$ cat src/sv/tfr_pkg.sv
package tfr_pkg;

  localparam int FrameLen = 9;
  localparam int CountW   = $clog2(FrameLen);
  localparam int NumRegs  = 8;
  localparam int CfgIdxW  = 4;
  localparam int QDepth   = 2;
  localparam int QPtrW    = $clog2(QDepth);
  localparam int QCntW    = $clog2(QDepth + 1);

  localparam logic [7:0]  START_BYTE  = 8'h7E;
  localparam logic [7:0]  ESCAPE_BYTE = 8'h7D;
  localparam logic [7:0]  ESCAPE_XOR  = 8'h20;
  localparam logic [7:0]  DATA_TYPE   = 8'h10;
  localparam logic [7:0]  SUM_GOOD    = 8'hFF;
  localparam logic [31:0] VOLT_SCALE  = 32'd10;
  localparam logic [31:0] CURR_SCALE  = 32'd100;

  // register indexes of the config port
  localparam logic [CfgIdxW-1:0] REG_SPEED_FIRST = 4'd0;
  localparam logic [CfgIdxW-1:0] REG_SPEED_LAST  = 4'd1;
  localparam logic [CfgIdxW-1:0] REG_ALT_FIRST   = 4'd2;
  localparam logic [CfgIdxW-1:0] REG_ALT_LAST    = 4'd3;
  localparam logic [CfgIdxW-1:0] REG_VOLT_FIRST  = 4'd4;
  localparam logic [CfgIdxW-1:0] REG_VOLT_LAST   = 4'd5;
  localparam logic [CfgIdxW-1:0] REG_CURR_FIRST  = 4'd6;
  localparam logic [CfgIdxW-1:0] REG_CURR_LAST   = 4'd7;

  localparam logic [15:0] REG_RESET [NumRegs] = '{
    16'd272, 16'd287, 16'd256, 16'd271, 16'd528, 16'd543, 16'd512, 16'd527
  };

  typedef enum logic [1:0] {
    MODE_IDLE     = 2'd0,
    MODE_IN_FRAME = 2'd1,
    MODE_ESCAPE   = 2'd2
  } rx_mode_e;

  // one record per received byte, front to back
  typedef struct packed {
    logic        good;
    logic        bad;
    logic        data;
    logic [15:0] id;
    logic [31:0] value;
  } tfr_rec_t;

  typedef struct packed {
    logic full;
    logic empty;
  } tfr_qstat_t;

  function automatic logic [7:0] fold_add(logic [7:0] a, logic [7:0] b);
    logic [8:0] t;
    logic [8:0] u;
    t = {1'b0, a} + {1'b0, b};
    u = {1'b0, t[7:0]} + {8'd0, t[8]};
    return u[7:0] + {7'd0, u[8]};
  endfunction

endpackage

$ cat src/sv/tfr_front.sv
module tfr_front (
  input  logic              clk_i,
  input  logic              rst_ni,
  input  logic              push_i,
  input  logic [7:0]        rx_byte_i,
  output tfr_pkg::tfr_rec_t rec_o
);
  import tfr_pkg::*;

  rx_mode_e          mode_q, mode_d;
  logic [CountW-1:0] count_q, count_d;
  logic [7:0]        sum_q, sum_d;
  logic [7:0]        type_q;
  logic [15:0]       id_q;
  logic [31:0]       value_q;
  logic              store;
  logic [7:0]        sbyte;
  logic [7:0]        sum_new;
  logic              done;

  assign sum_new = fold_add(sum_q, sbyte);
  // checksum runs over bytes 1 and up
  assign sum_d   = (count_q == '0) ? 8'd0 : sum_new;

  always_comb begin
    mode_d  = mode_q;
    count_d = count_q;
    store   = 1'b0;
    sbyte   = rx_byte_i;
    done    = 1'b0;
    if (rx_byte_i == START_BYTE) begin
      mode_d  = MODE_IN_FRAME;
      count_d = '0;
    end else begin
      unique case (mode_q)
        MODE_ESCAPE: begin
          store  = 1'b1;
          sbyte  = rx_byte_i ^ ESCAPE_XOR;
          mode_d = MODE_IN_FRAME;
        end
        MODE_IN_FRAME: begin
          if (rx_byte_i == ESCAPE_BYTE) begin
            mode_d = MODE_ESCAPE;
          end else begin
            store = 1'b1;
          end
        end
        default: ;
      endcase
    end
    if (store) begin
      if (count_q == CountW'(FrameLen - 1)) begin
        done    = 1'b1;
        mode_d  = MODE_IDLE;
        count_d = '0;
      end else begin
        count_d = count_q + 1'b1;
      end
    end
  end

  always_comb begin
    rec_o.good  = done && (sum_new == SUM_GOOD);
    rec_o.bad   = done && (sum_new != SUM_GOOD);
    rec_o.data  = (type_q == DATA_TYPE);
    rec_o.id    = id_q;
    rec_o.value = value_q;
  end

  always_ff @(posedge clk_i or negedge rst_ni) begin
    if (!rst_ni) begin
      mode_q  <= MODE_IDLE;
      count_q <= '0;
    end else if (push_i) begin
      mode_q  <= mode_d;
      count_q <= count_d;
    end
  end

  always_ff @(posedge clk_i) begin
    if (push_i && store) begin
      sum_q <= sum_d;
      unique case (count_q)
        CountW'(1): type_q        <= sbyte;
        CountW'(2): id_q[7:0]     <= sbyte;
        CountW'(3): id_q[15:8]    <= sbyte;
        CountW'(4): value_q[7:0]  <= sbyte;
        CountW'(5): value_q[15:8] <= sbyte;
        CountW'(6): value_q[23:16] <= sbyte;
        CountW'(7): value_q[31:24] <= sbyte;
        default: ;
      endcase
    end
  end

endmodule

$ cat src/sv/tfr_queue.sv
module tfr_queue (
  input  logic                clk_i,
  input  logic                rst_ni,
  input  logic                push_i,
  input  tfr_pkg::tfr_rec_t   rec_i,
  input  logic                pop_i,
  output tfr_pkg::tfr_rec_t   rec_o,
  output tfr_pkg::tfr_qstat_t stat_o
);
  import tfr_pkg::*;

  tfr_rec_t         mem_q [QDepth];
  logic [QPtrW-1:0] wr_q, rd_q;
  logic [QCntW-1:0] cnt_q;

  assign stat_o.full  = (cnt_q == QCntW'(QDepth));
  assign stat_o.empty = (cnt_q == '0);
  assign rec_o        = mem_q[rd_q];

  always_ff @(posedge clk_i or negedge rst_ni) begin
    if (!rst_ni) begin
      wr_q  <= '0;
      rd_q  <= '0;
      cnt_q <= '0;
    end else begin
      if (push_i) begin
        wr_q <= (wr_q == QPtrW'(QDepth - 1)) ? '0 : wr_q + 1'b1;
      end
      if (pop_i) begin
        rd_q <= (rd_q == QPtrW'(QDepth - 1)) ? '0 : rd_q + 1'b1;
      end
      if (push_i && !pop_i) begin
        cnt_q <= cnt_q + 1'b1;
      end else if (pop_i && !push_i) begin
        cnt_q <= cnt_q - 1'b1;
      end
    end
  end

  always_ff @(posedge clk_i) begin
    if (push_i) begin
      mem_q[wr_q] <= rec_i;
    end
  end

endmodule

$ cat src/sv/tfr_back.sv
module tfr_back (
  input  logic                   clk_i,
  input  logic                   rst_ni,
  input  logic                   cfg_we_i,
  input  logic [tfr_pkg::CfgIdxW-1:0] cfg_index_i,
  input  logic [15:0]            cfg_data_i,
  input  tfr_pkg::tfr_rec_t      rec_i,
  input  logic                   rec_valid_i,
  output logic                   pop_o,
  output logic                   out_valid_o,
  input  logic                   out_stall_i,
  output logic [31:0]            speed_o,
  output logic [31:0]            altitude_o,
  output logic [31:0]            voltage_o,
  output logic [31:0]            current_o,
  output logic                   accepted_o,
  output logic                   bad_o
);
  import tfr_pkg::*;

  logic [15:0] regs_q [NumRegs];
  logic [31:0] speed_q, speed_d;
  logic [31:0] alt_q, alt_d;
  logic [31:0] base_q, base_d;
  logic [31:0] volt_q, volt_d;
  logic [31:0] curr_q, curr_d;
  logic        valid_q, acc_q, bad_q;
  logic        hit_speed, hit_alt, hit_volt, hit_curr;

  assign pop_o = rec_valid_i && (!valid_q || !out_stall_i);

  always_comb begin
    hit_speed = (rec_i.id >= regs_q[REG_SPEED_FIRST[2:0]])
             && (rec_i.id <= regs_q[REG_SPEED_LAST[2:0]]);
    hit_alt   = (rec_i.id >= regs_q[REG_ALT_FIRST[2:0]])
             && (rec_i.id <= regs_q[REG_ALT_LAST[2:0]]);
    hit_volt  = (rec_i.id >= regs_q[REG_VOLT_FIRST[2:0]])
             && (rec_i.id <= regs_q[REG_VOLT_LAST[2:0]]);
    hit_curr  = (rec_i.id >= regs_q[REG_CURR_FIRST[2:0]])
             && (rec_i.id <= regs_q[REG_CURR_LAST[2:0]]);

    speed_d = speed_q;
    alt_d   = alt_q;
    base_d  = base_q;
    volt_d  = volt_q;
    curr_d  = curr_q;
    if (rec_i.good && rec_i.data) begin
      priority if (hit_speed) begin
        speed_d = rec_i.value;
      end else if (hit_alt) begin
        // first nonzero reading becomes the zero point
        if (base_q == '0) begin
          base_d = 32'd0 - rec_i.value;
        end
        alt_d = rec_i.value + base_d;
      end else if (hit_volt) begin
        volt_d = 32'(rec_i.value * VOLT_SCALE);
      end else if (hit_curr) begin
        curr_d = 32'(rec_i.value * CURR_SCALE);
      end
    end
  end

  always_ff @(posedge clk_i or negedge rst_ni) begin
    if (!rst_ni) begin
      for (int i = 0; i < NumRegs; i++) begin
        regs_q[i] <= REG_RESET[i];
      end
      speed_q <= '0;
      alt_q   <= '0;
      base_q  <= '0;
      volt_q  <= '0;
      curr_q  <= '0;
      valid_q <= 1'b0;
      acc_q   <= 1'b0;
      bad_q   <= 1'b0;
    end else begin
      if (cfg_we_i && (cfg_index_i < CfgIdxW'(NumRegs))) begin
        regs_q[cfg_index_i[2:0]] <= cfg_data_i;
      end
      if (pop_o) begin
        speed_q <= speed_d;
        alt_q   <= alt_d;
        base_q  <= base_d;
        volt_q  <= volt_d;
        curr_q  <= curr_d;
        acc_q   <= rec_i.good;
        bad_q   <= rec_i.bad;
        valid_q <= 1'b1;
      end else if (!out_stall_i) begin
        valid_q <= 1'b0;
      end
    end
  end

  assign out_valid_o = valid_q;
  assign speed_o     = speed_q;
  assign altitude_o  = alt_q;
  assign voltage_o   = volt_q;
  assign current_o   = curr_q;
  assign accepted_o  = acc_q;
  assign bad_o       = bad_q;

endmodule

$ cat src/sv/telemetry_frame_receiver_core.sv
// Byte-stuffed telemetry frame receiver. Every transfer on the input channel
// carries one raw link byte and yields exactly one result transfer holding the
// four telemetry values and the frame flags. The front end undoes the byte
// stuffing, keeps the running end-around-carry checksum and captures the frame
// fields in the cycle the byte arrives; a two-entry queue hands each byte's
// record to the back end, which matches the identifier ranges, scales the value
// and updates the registers as the record enters the output register. A byte
// is taken every cycle unless in_stall_o is high, and in_stall_o rises only
// when the queue is full behind a stalled output.
module telemetry_frame_receiver_core (
  input  logic                 clk_i,
  input  logic                 rst_ni,
  input  logic                 cfg_we_i,
  input  logic [3:0]           cfg_index_i,
  input  logic [15:0]          cfg_data_i,
  input  logic                 in_valid_i,
  output logic                 in_stall_o,
  input  logic [7:0]           rx_byte_i,
  output logic                 out_valid_o,
  input  logic                 out_stall_i,
  output logic signed [31:0]   vertical_speed_o,
  output logic signed [31:0]   relative_altitude_o,
  output logic signed [31:0]   battery_voltage_o,
  output logic [31:0]          battery_current_o,
  output logic                 frame_accepted_o,
  output logic                 checksum_bad_o
);
  import tfr_pkg::*;

  tfr_rec_t   front_rec;
  tfr_rec_t   q_rec;
  tfr_qstat_t q_stat;
  logic       push;
  logic       pop;
  logic [31:0] speed, alt, volt;

  assign in_stall_o = q_stat.full;
  assign push       = in_valid_i && !q_stat.full;

  tfr_front u_front (
    .clk_i     (clk_i),
    .rst_ni    (rst_ni),
    .push_i    (push),
    .rx_byte_i (rx_byte_i),
    .rec_o     (front_rec)
  );

  tfr_queue u_queue (
    .clk_i  (clk_i),
    .rst_ni (rst_ni),
    .push_i (push),
    .rec_i  (front_rec),
    .pop_i  (pop),
    .rec_o  (q_rec),
    .stat_o (q_stat)
  );

  tfr_back u_back (
    .clk_i       (clk_i),
    .rst_ni      (rst_ni),
    .cfg_we_i    (cfg_we_i),
    .cfg_index_i (cfg_index_i),
    .cfg_data_i  (cfg_data_i),
    .rec_i       (q_rec),
    .rec_valid_i (!q_stat.empty),
    .pop_o       (pop),
    .out_valid_o (out_valid_o),
    .out_stall_i (out_stall_i),
    .speed_o     (speed),
    .altitude_o  (alt),
    .voltage_o   (volt),
    .current_o   (battery_current_o),
    .accepted_o  (frame_accepted_o),
    .bad_o       (checksum_bad_o)
  );

  assign vertical_speed_o    = $signed(speed);
  assign relative_altitude_o = $signed(alt);
  assign battery_voltage_o   = $signed(volt);

  a_flags_exclusive : assert property (@(posedge clk_i) disable iff (!rst_ni)
    out_valid_o |-> !(frame_accepted_o && checksum_bad_o))
    else $error("good and bad frame flags both set");

  a_queue_status : assert property (@(posedge clk_i) disable iff (!rst_ni)
    !(q_stat.full && q_stat.empty))
    else $error("queue reports full and empty");

  a_pop_nonempty : assert property (@(posedge clk_i) disable iff (!rst_ni)
    pop |-> !q_stat.empty)
    else $error("back end took a record from an empty queue");

  a_pop_fills_output : assert property (@(posedge clk_i) disable iff (!rst_ni)
    pop |=> out_valid_o)
    else $error("record taken but no result presented");

endmodule
$ cat config.mk
export PLATFORM = sky130hd
export DESIGN_NAME = telemetry_frame_receiver_core
export DESIGN_NICKNAME = d
export VERILOG_FILES = /design/src/sv/tfr_pkg.sv /design/src/sv/tfr_front.sv /design/src/sv/tfr_queue.sv /design/src/sv/tfr_back.sv /design/src/sv/telemetry_frame_receiver_core.sv
export SDC_FILE = /design/constraint.sdc
export NUM_CORES = 1
export LEC_CHECK = 0
export ABC_CLOCK_PERIOD_IN_PS = 7000
export BUFFER_PORTS_ARGS = -buffer_cell sky130_fd_sc_hd__buf_2
export CORE_MARGIN = 8
export CORE_UTILIZATION = 30
export CTS_CLUSTER_SIZE = 28
export DETAILED_ROUTE_END_ITERATION = 10
export GPL_TIMING_DRIVEN = 0
export PLACE_DENSITY_LB_ADDON = 0.1
export RECOVER_POWER = 50
export SYNTH_ARGS = -nofsm -noshare
export SYNTH_HDL_FRONTEND = slang
export SYNTH_SLANG_ARGS = --single-unit
$ cat constraint.sdc
create_clock -name clk_i -period 7 [get_ports clk_i]
set_input_delay 1.4 -clock clk_i [delete_from_list [all_inputs] [get_ports clk_i]]
set_output_delay 1.4 -clock clk_i [all_outputs]
set_load 0.1 [all_outputs]
Yosys cells after proc, flatten, opt, wreduce, memory -nomap -nowiden
Memory sizes are Yosys's and may differ from the RTL's.
Index checks and enable logic that the tools add are counted.
{"block": "word_totals", "reg_bits": 362, "ramBits": 102, "output_inout_bits": 132, "n_memories": 1}
{"memory": "u_queue.mem_q", "depth": 2, "word_bits": 51, "rd": 1, "rd_clocked_by_memory_dff": 0, "wr": 1, "line_no": "tfr_queue.sv:12", "rtl": "tfr_rec_t mem_q [QDepth];"}
{"block": "classes", "add_sub_neg": 10, "mul": 2, "n_lt_le_gt_ge": 11, "n_eq_ne": 17, "n_mux": 30, "n_bitwise": 5, "n_reduce_logical": 38}
{"operator": "$bwmux 128", "n": 1}
{"operator": "$mux 32", "n": 4}
{"operator": "$ge 16x16->1", "n": 4}
{"operator": "$le 16x16->1", "n": 4}
{"operator": "$demux 16 s3", "n": 1}
{"operator": "$add 32x32->32", "n": 1}
{"operator": "$logic_not 32->1", "n": 1}
{"operator": "$mul 32x3->31 const B", "n": 1}
{"operator": "$mul 32x5->30 const B", "n": 1}
{"operator": "$sub 1x32->32 const A", "n": 1}
{"operator": "$eq 4x3->1 const B", "n": 4}
{"operator": "$eq 8x7->1 const B", "n": 2}
{"operator": "$mux 16", "n": 1}
{"operator": "$reduce_and 2->1", "n": 8}
{"operator": "$logic_and 1x1->1", "n": 14}
{"operator": "$mux 2", "n": 6}
{"operator": "$mux 4", "n": 3}
{"operator": "$mux 6", "n": 2}
{"operator": "$mux 1", "n": 10}
{"operator": "$add 8x1->9", "n": 1}
{"operator": "$add 8x8->9", "n": 1}
{"operator": "$add 8x1->8", "n": 1}
{"operator": "$eq 4x2->1 const B", "n": 2}
{"operator": "$eq 8x5->1 const B", "n": 1}
{"operator": "27 further kinds", "n": 38}

Depth between registers and ports, before layout
{"block": "depth", "ltp_word": 8, "mapped_depth": 23}

Cells and area by module
From an unflattened synthesis, not the netlist that was laid out.
{"block": "hier_totals", "hier_cells": 2522, "hier_area_um2": 28299.6}
{"module": "tfr_back", "instances": 1, "cells_each": 2105, "area_per_inst_um2": 20870.0}
{"module": "tfr_queue", "instances": 1, "cells_each": 175, "area_per_inst_um2": 4119.0}
{"module": "tfr_front", "instances": 1, "cells_each": 240, "area_per_inst_um2": 3293.2}
{"module": "telemetry_frame_receiver_core", "instances": 1, "cells_each": 2, "area_per_inst_um2": 17.5}

Worst setup path after synthesis
OpenSTA, ideal clock, no wires.
{"block": "synth_path", "path_type": "register to register", "start": "register u_queue.rd_q", "end": "register u_back.curr_q[30], in the netlist u_back.current_o[30]", "arrival_ns": 5.102, "required_ns": 6.872, "path_slack_ns": 1.770, "path_stages_with_launch": 21, "period_less_slack_ns": 5.230, "cell_sequence": "dfrtp_1 buf_6 buf_2 buf_1 mux2i_1 inv_1 ha_1 ha_1 inv_1 fa_1 inv_1 ha_1 a21oi_2 o221ai_2 a2111oi_2 o211ai_1 a2111oi_4 nor2_1 mux2_2 o211ai_1 mux2_1"}
{"item": "start, declared", "line_no": "tfr_queue.sv:13", "rtl": "logic [QPtrW-1:0] wr_q, rd_q;"}
{"item": "start signal, assigned", "line_no": "tfr_queue.sv:30", "rtl": "rd_q <= (rd_q == QPtrW'(QDepth - 1)) ? '0 : rd_q + 1'b1;"}
{"item": "end signal, assigned", "line_no": "tfr_back.sv:86", "rtl": "curr_q <= curr_d;"}
{"item": "end, declared", "line_no": "tfr_back.sv:26", "rtl": "logic [31:0] curr_q, curr_d;"}

Worst setup path after layout
{"block": "layout_path", "start": "register u_queue.rd_q", "end": "register u_back.alt_q[30], in the netlist u_back.altitude_o[30]"}
{"block": "layout_via", "elab_chain_cells": 7}
{"item": "$mem_v2 2x51 (*)"}
{"item": "$sub 1x32->32", "line_no": "tfr_back.sv:53", "rtl": "base_d = 32'd0 - rec_i.value;"}
{"item": "$mux 32", "line_no": "tfr_back.sv:52", "rtl": "if (base_q == '0) begin"}
{"item": "$mux 32", "line_no": "tfr_back.sv:50", "rtl": "end else if (hit_alt) begin"}
{"item": "$mux 32", "line_no": "tfr_back.sv:48", "rtl": "priority if (hit_speed) begin"}
{"item": "$mux 32", "line_no": "tfr_back.sv:47", "rtl": "if (rec_i.good && rec_i.data) begin"}
{"item": "$add 32x32->32", "line_no": "tfr_back.sv:55", "rtl": "alt_d = rec_i.value + base_d;"}
{"item": "end signal, assigned", "line_no": "tfr_back.sv:83", "rtl": "alt_q <= alt_d;"}
{"item": "end, declared", "line_no": "tfr_back.sv:23", "rtl": "logic [31:0] alt_q, alt_d;"}
Mark *: on every way between the ends. The rest lies on a longest branch, timed or not. The select of a mux whose other input is x is not followed.
A chain may end at the register's enable or synchronous reset.

==> impl_results.md <==
- Outcome: finished with violations
- Failing checks: max-capacitance violations, max-slew violations
- Worst skew pair latency: 630 ps
- Post-synth cell types: 87
- XOR/XNOR Fraction of Synth Area: 3.96%
- First-pass GRT wire length: 121000 microns
- Crit path capture: u_back.altitude_o[30]$_DFFE_PN0P_
- Met2 routed WL: 38500 microns
- Crit path from: u_queue.rd_q$_DFFE_PN0P_
- Share of cells above drive strength 1: 15.0%
- Routability cong.: 0.832
- Post-synthesis simple-gate area fraction: 8.31%
- Main synth FF type: dfrtp_1
- IO Port Bufs: 161
- Critical Path RT: 7500 ps
- Vias per inst: 4.83
- Placed instance area: 30100 sq um
- Critical R2R Launch: u_queue.rd_q$_DFFE_PN0P_
- Die width: 319 microns
- Worst setup SP type: flop
- Syn Inst Count: 2491
- Synth Area in Compound Gates: 12.2%
- WL/cell: 19.9 microns
- Mapped Area: 27600 sq um
- Setup bufs post-CTS: 0
- Vias in the first global route: 20000
- Largest net degree at the start of global routing: 109
- CP Max Fanout: 10
- Final nets: 3114
- DRT Pass-1 Iters: 5
- GRT overflow: 0
- Slew HR: -240%
- Largest family of logic cells by synthesized area: adder cells
- Sink Count: 464
- DP HPWL: 60500 microns
- Area delta synth->final: 15.6%
- Overall Global Routing Usage: 15.2%
- R2R Setup Slk: 420 ps
- I/O Pins: 165
- Post-synth EDFFs: 166
- Critical Path AT: 7090 ps
- Routed Antenna Nets: 0
- Seq/Total Area, Yosys: 45.2%
- Fin crit share: 94.0%
- Wirelength, routed: 78700 microns
- Max-slew violations: 142
- Met3 wire length: 2630 microns
- Final hold vios: 0
- Synth async-reset ratio: 64.2%
- Final Core Density: 34.9%
- Clock root cell: clkbuf_16
- RSZ-0062 raised after global routing: no
- Seq cells post-synth: 464
- Cts hold-fix bufs: 0
- Top routing layer in use: met4
- Mux cell area share after synthesis: 8.33%
- Setup CP Type: reg2reg
- Die area: 102000 sq um
- Vias: 19100
- Synth warnings: 0
- CTS resizes: 1
- CTS tree: built
- # setup viols final: 0
- Rows: 111
- Fillers: 9168
- Worst reg2reg path depth: 21
- Post-synthesis average cell area: 11.1 sq um
- R2R Path End: u_back.altitude_o[30]$_DFFE_PN0P_
- Starting Density: 30.2%
- Adder and majority gate portion of the synthesized area: 17.2%
- Tmin final: 6580 ps
- Die H: 319 microns
- H-tree levels: 2
- Area of the multi-input gates: 13800 sq um
- Placeable Area: 91500 sq um
- Worst-path clk slew: 60 ps
- Clock buffer depth: 3
- Design Area, Final: 31900 sq um
- Hold Crit Class: reg2reg
- FF+latch area: 12500 sq um
- CP endpoint kind: flop
- Tightest Pin Transition: 5100 ps
- DRC Markers: 0
- CTS Buf Count: 57
- M1 WL: 35300 microns
- Clock Skew: 25.7 ps
- Detailed Route Iter0 Violations: 866
- Max Fclk: 152 MHz
- Max-Cap Viols: 3
- Initial antenna violation count: 0
==> final cells by class <==
| cell class | instances | area share [%] |
|---|---|---|
| antenna | 2 | 0.0157 |
| buffer | 63 | 0.862 |
| clock buffer | 73 | 4.84 |
| clock inverter | 34 | 1.27 |
| inverter | 281 | 3.31 |
| multi-input combinational | 1685 | 43.4 |
| sequential | 464 | 39.1 |
| tap | 1186 | 4.65 |
| timing repair buffer | 166 | 2.64 |
==> flip-flops by register name, summed over array words and instances (netlist names), 2 cells and up <==
name / flops
u_back.regs_q: 128
u_queue.mem_q: 102
u_back.altitude_o: 32
u_back.base_q: 32
u_back.speed_o: 32
u_front.value_q: 32
u_back.voltage_o: 31
u_back.current_o: 30
u_front.id_q: 16
u_front.sum_q: 8
u_front.type_q: 8
u_front.count_q: 4
u_front.mode_q: 2
u_queue.cnt_q: 2
==> cell usage in the layout (no fill, tap or decap), drive strengths merged, types with 119 or more instances in the layout <==
cell,count
a21oi,151
buf,172
clkbuf,129
dfrtp,270
edfxtp,166
ha,336
inv,284
mux2,173
nand2,149
o21ai,119
==> logic make-up (layout without fill, tap and decap cells) <==
| kind of cell | Yosys count | in the layout |
|---|---|---|
| compound gates | 522 | 522 |
| xor+xnor | 125 | 125 |
| fa+ha+maj | 364 | 364 |
| buf+inv | 344 | 617 |
| flops | 464 | 464 |
| mux | 207 | 207 |
| other cells | 1 | 5 |
| simple gates | 464 | 464 |
==> through the flow <==
stage                     std cells  TNS [ps]  setup WS, ps  hold WS, ps
after global placement         3840   -456700         -1740          423
after global routing           3952         0          25.9          448
after CTS                      3952         0           147          437
final                          3954         0           417          432
after floorplan                2493         0          1770          421
after detailed placement       3845      -220         -30.4          429
==> worst min-delay path by stage <==
stage | start | endpoint | cells after the start
floorplan | u_front.value_q[0]$_DFFE_PP_ | u_queue.mem_q[0][0]$_DFFE_PP_ | 0
global placement | u_front.value_q[19]$_DFFE_PP_ | u_queue.mem_q[0][19]$_DFFE_PP_ | 0
detailed placement | u_front.value_q[10]$_DFFE_PP_ | u_queue.mem_q[1][10]$_DFFE_PP_ | 0
CTS | u_front.value_q[19]$_DFFE_PP_ | u_queue.mem_q[0][19]$_DFFE_PP_ | 0
global route | u_front.value_q[16]$_DFFE_PP_ | u_queue.mem_q[0][16]$_DFFE_PP_ | 0
finish | u_front.value_q[19]$_DFFE_PP_ | u_queue.mem_q[0][19]$_DFFE_PP_ | 0
==> worst max-delay path, cell delays in order (launching register included) <==
cell	delay, ps
dfrtp_1	340
buf_6	160
buf_2	330
buf_1	700
mux2i_1	610
ha_1	280
and3_1	250
and3_1	260
nand3_1	220
nor2_1	350
xnor2_1	150
a21o_1	200
ha_1	340
a21oi_1	230
a21boi_1	140
or2_1	250
or3_1	330
nor2_1	200
nor3_1	130
or4b_1	530
xor2_1	180
mux2_2	260
==> synthesized netlist by cell type, types with 33 or more instances <==
library cell,count,area share (%)
a21o_1,81,2.2
a21oi_1,150,2.7
clkbuf_1,44,0.60
dfrtp_1,270,24
edfxtp_1,166,18
ha_1,336,15
inv_1,277,3.8
mux2_1,73,3.0
mux2_2,100,4.1
mux2i_1,33,1.2
nand2_1,149,2.0
nand4_1,37,0.84
nor2_1,107,1.5
o21ai_0,93,1.7
xnor2_1,88,2.8
xor2_1,37,1.2
==> routing by layer <==
metal,vias up,track usage (%)
met5,-,0
met4,0,4.49
met3,109,2.27
met2,315,26.7
met1,9326,19.2
li1,9330,-
Power is left out: the tool's default activity adds up to more than one toggle a clock period on the data nets, which glitch-free logic cannot reach.
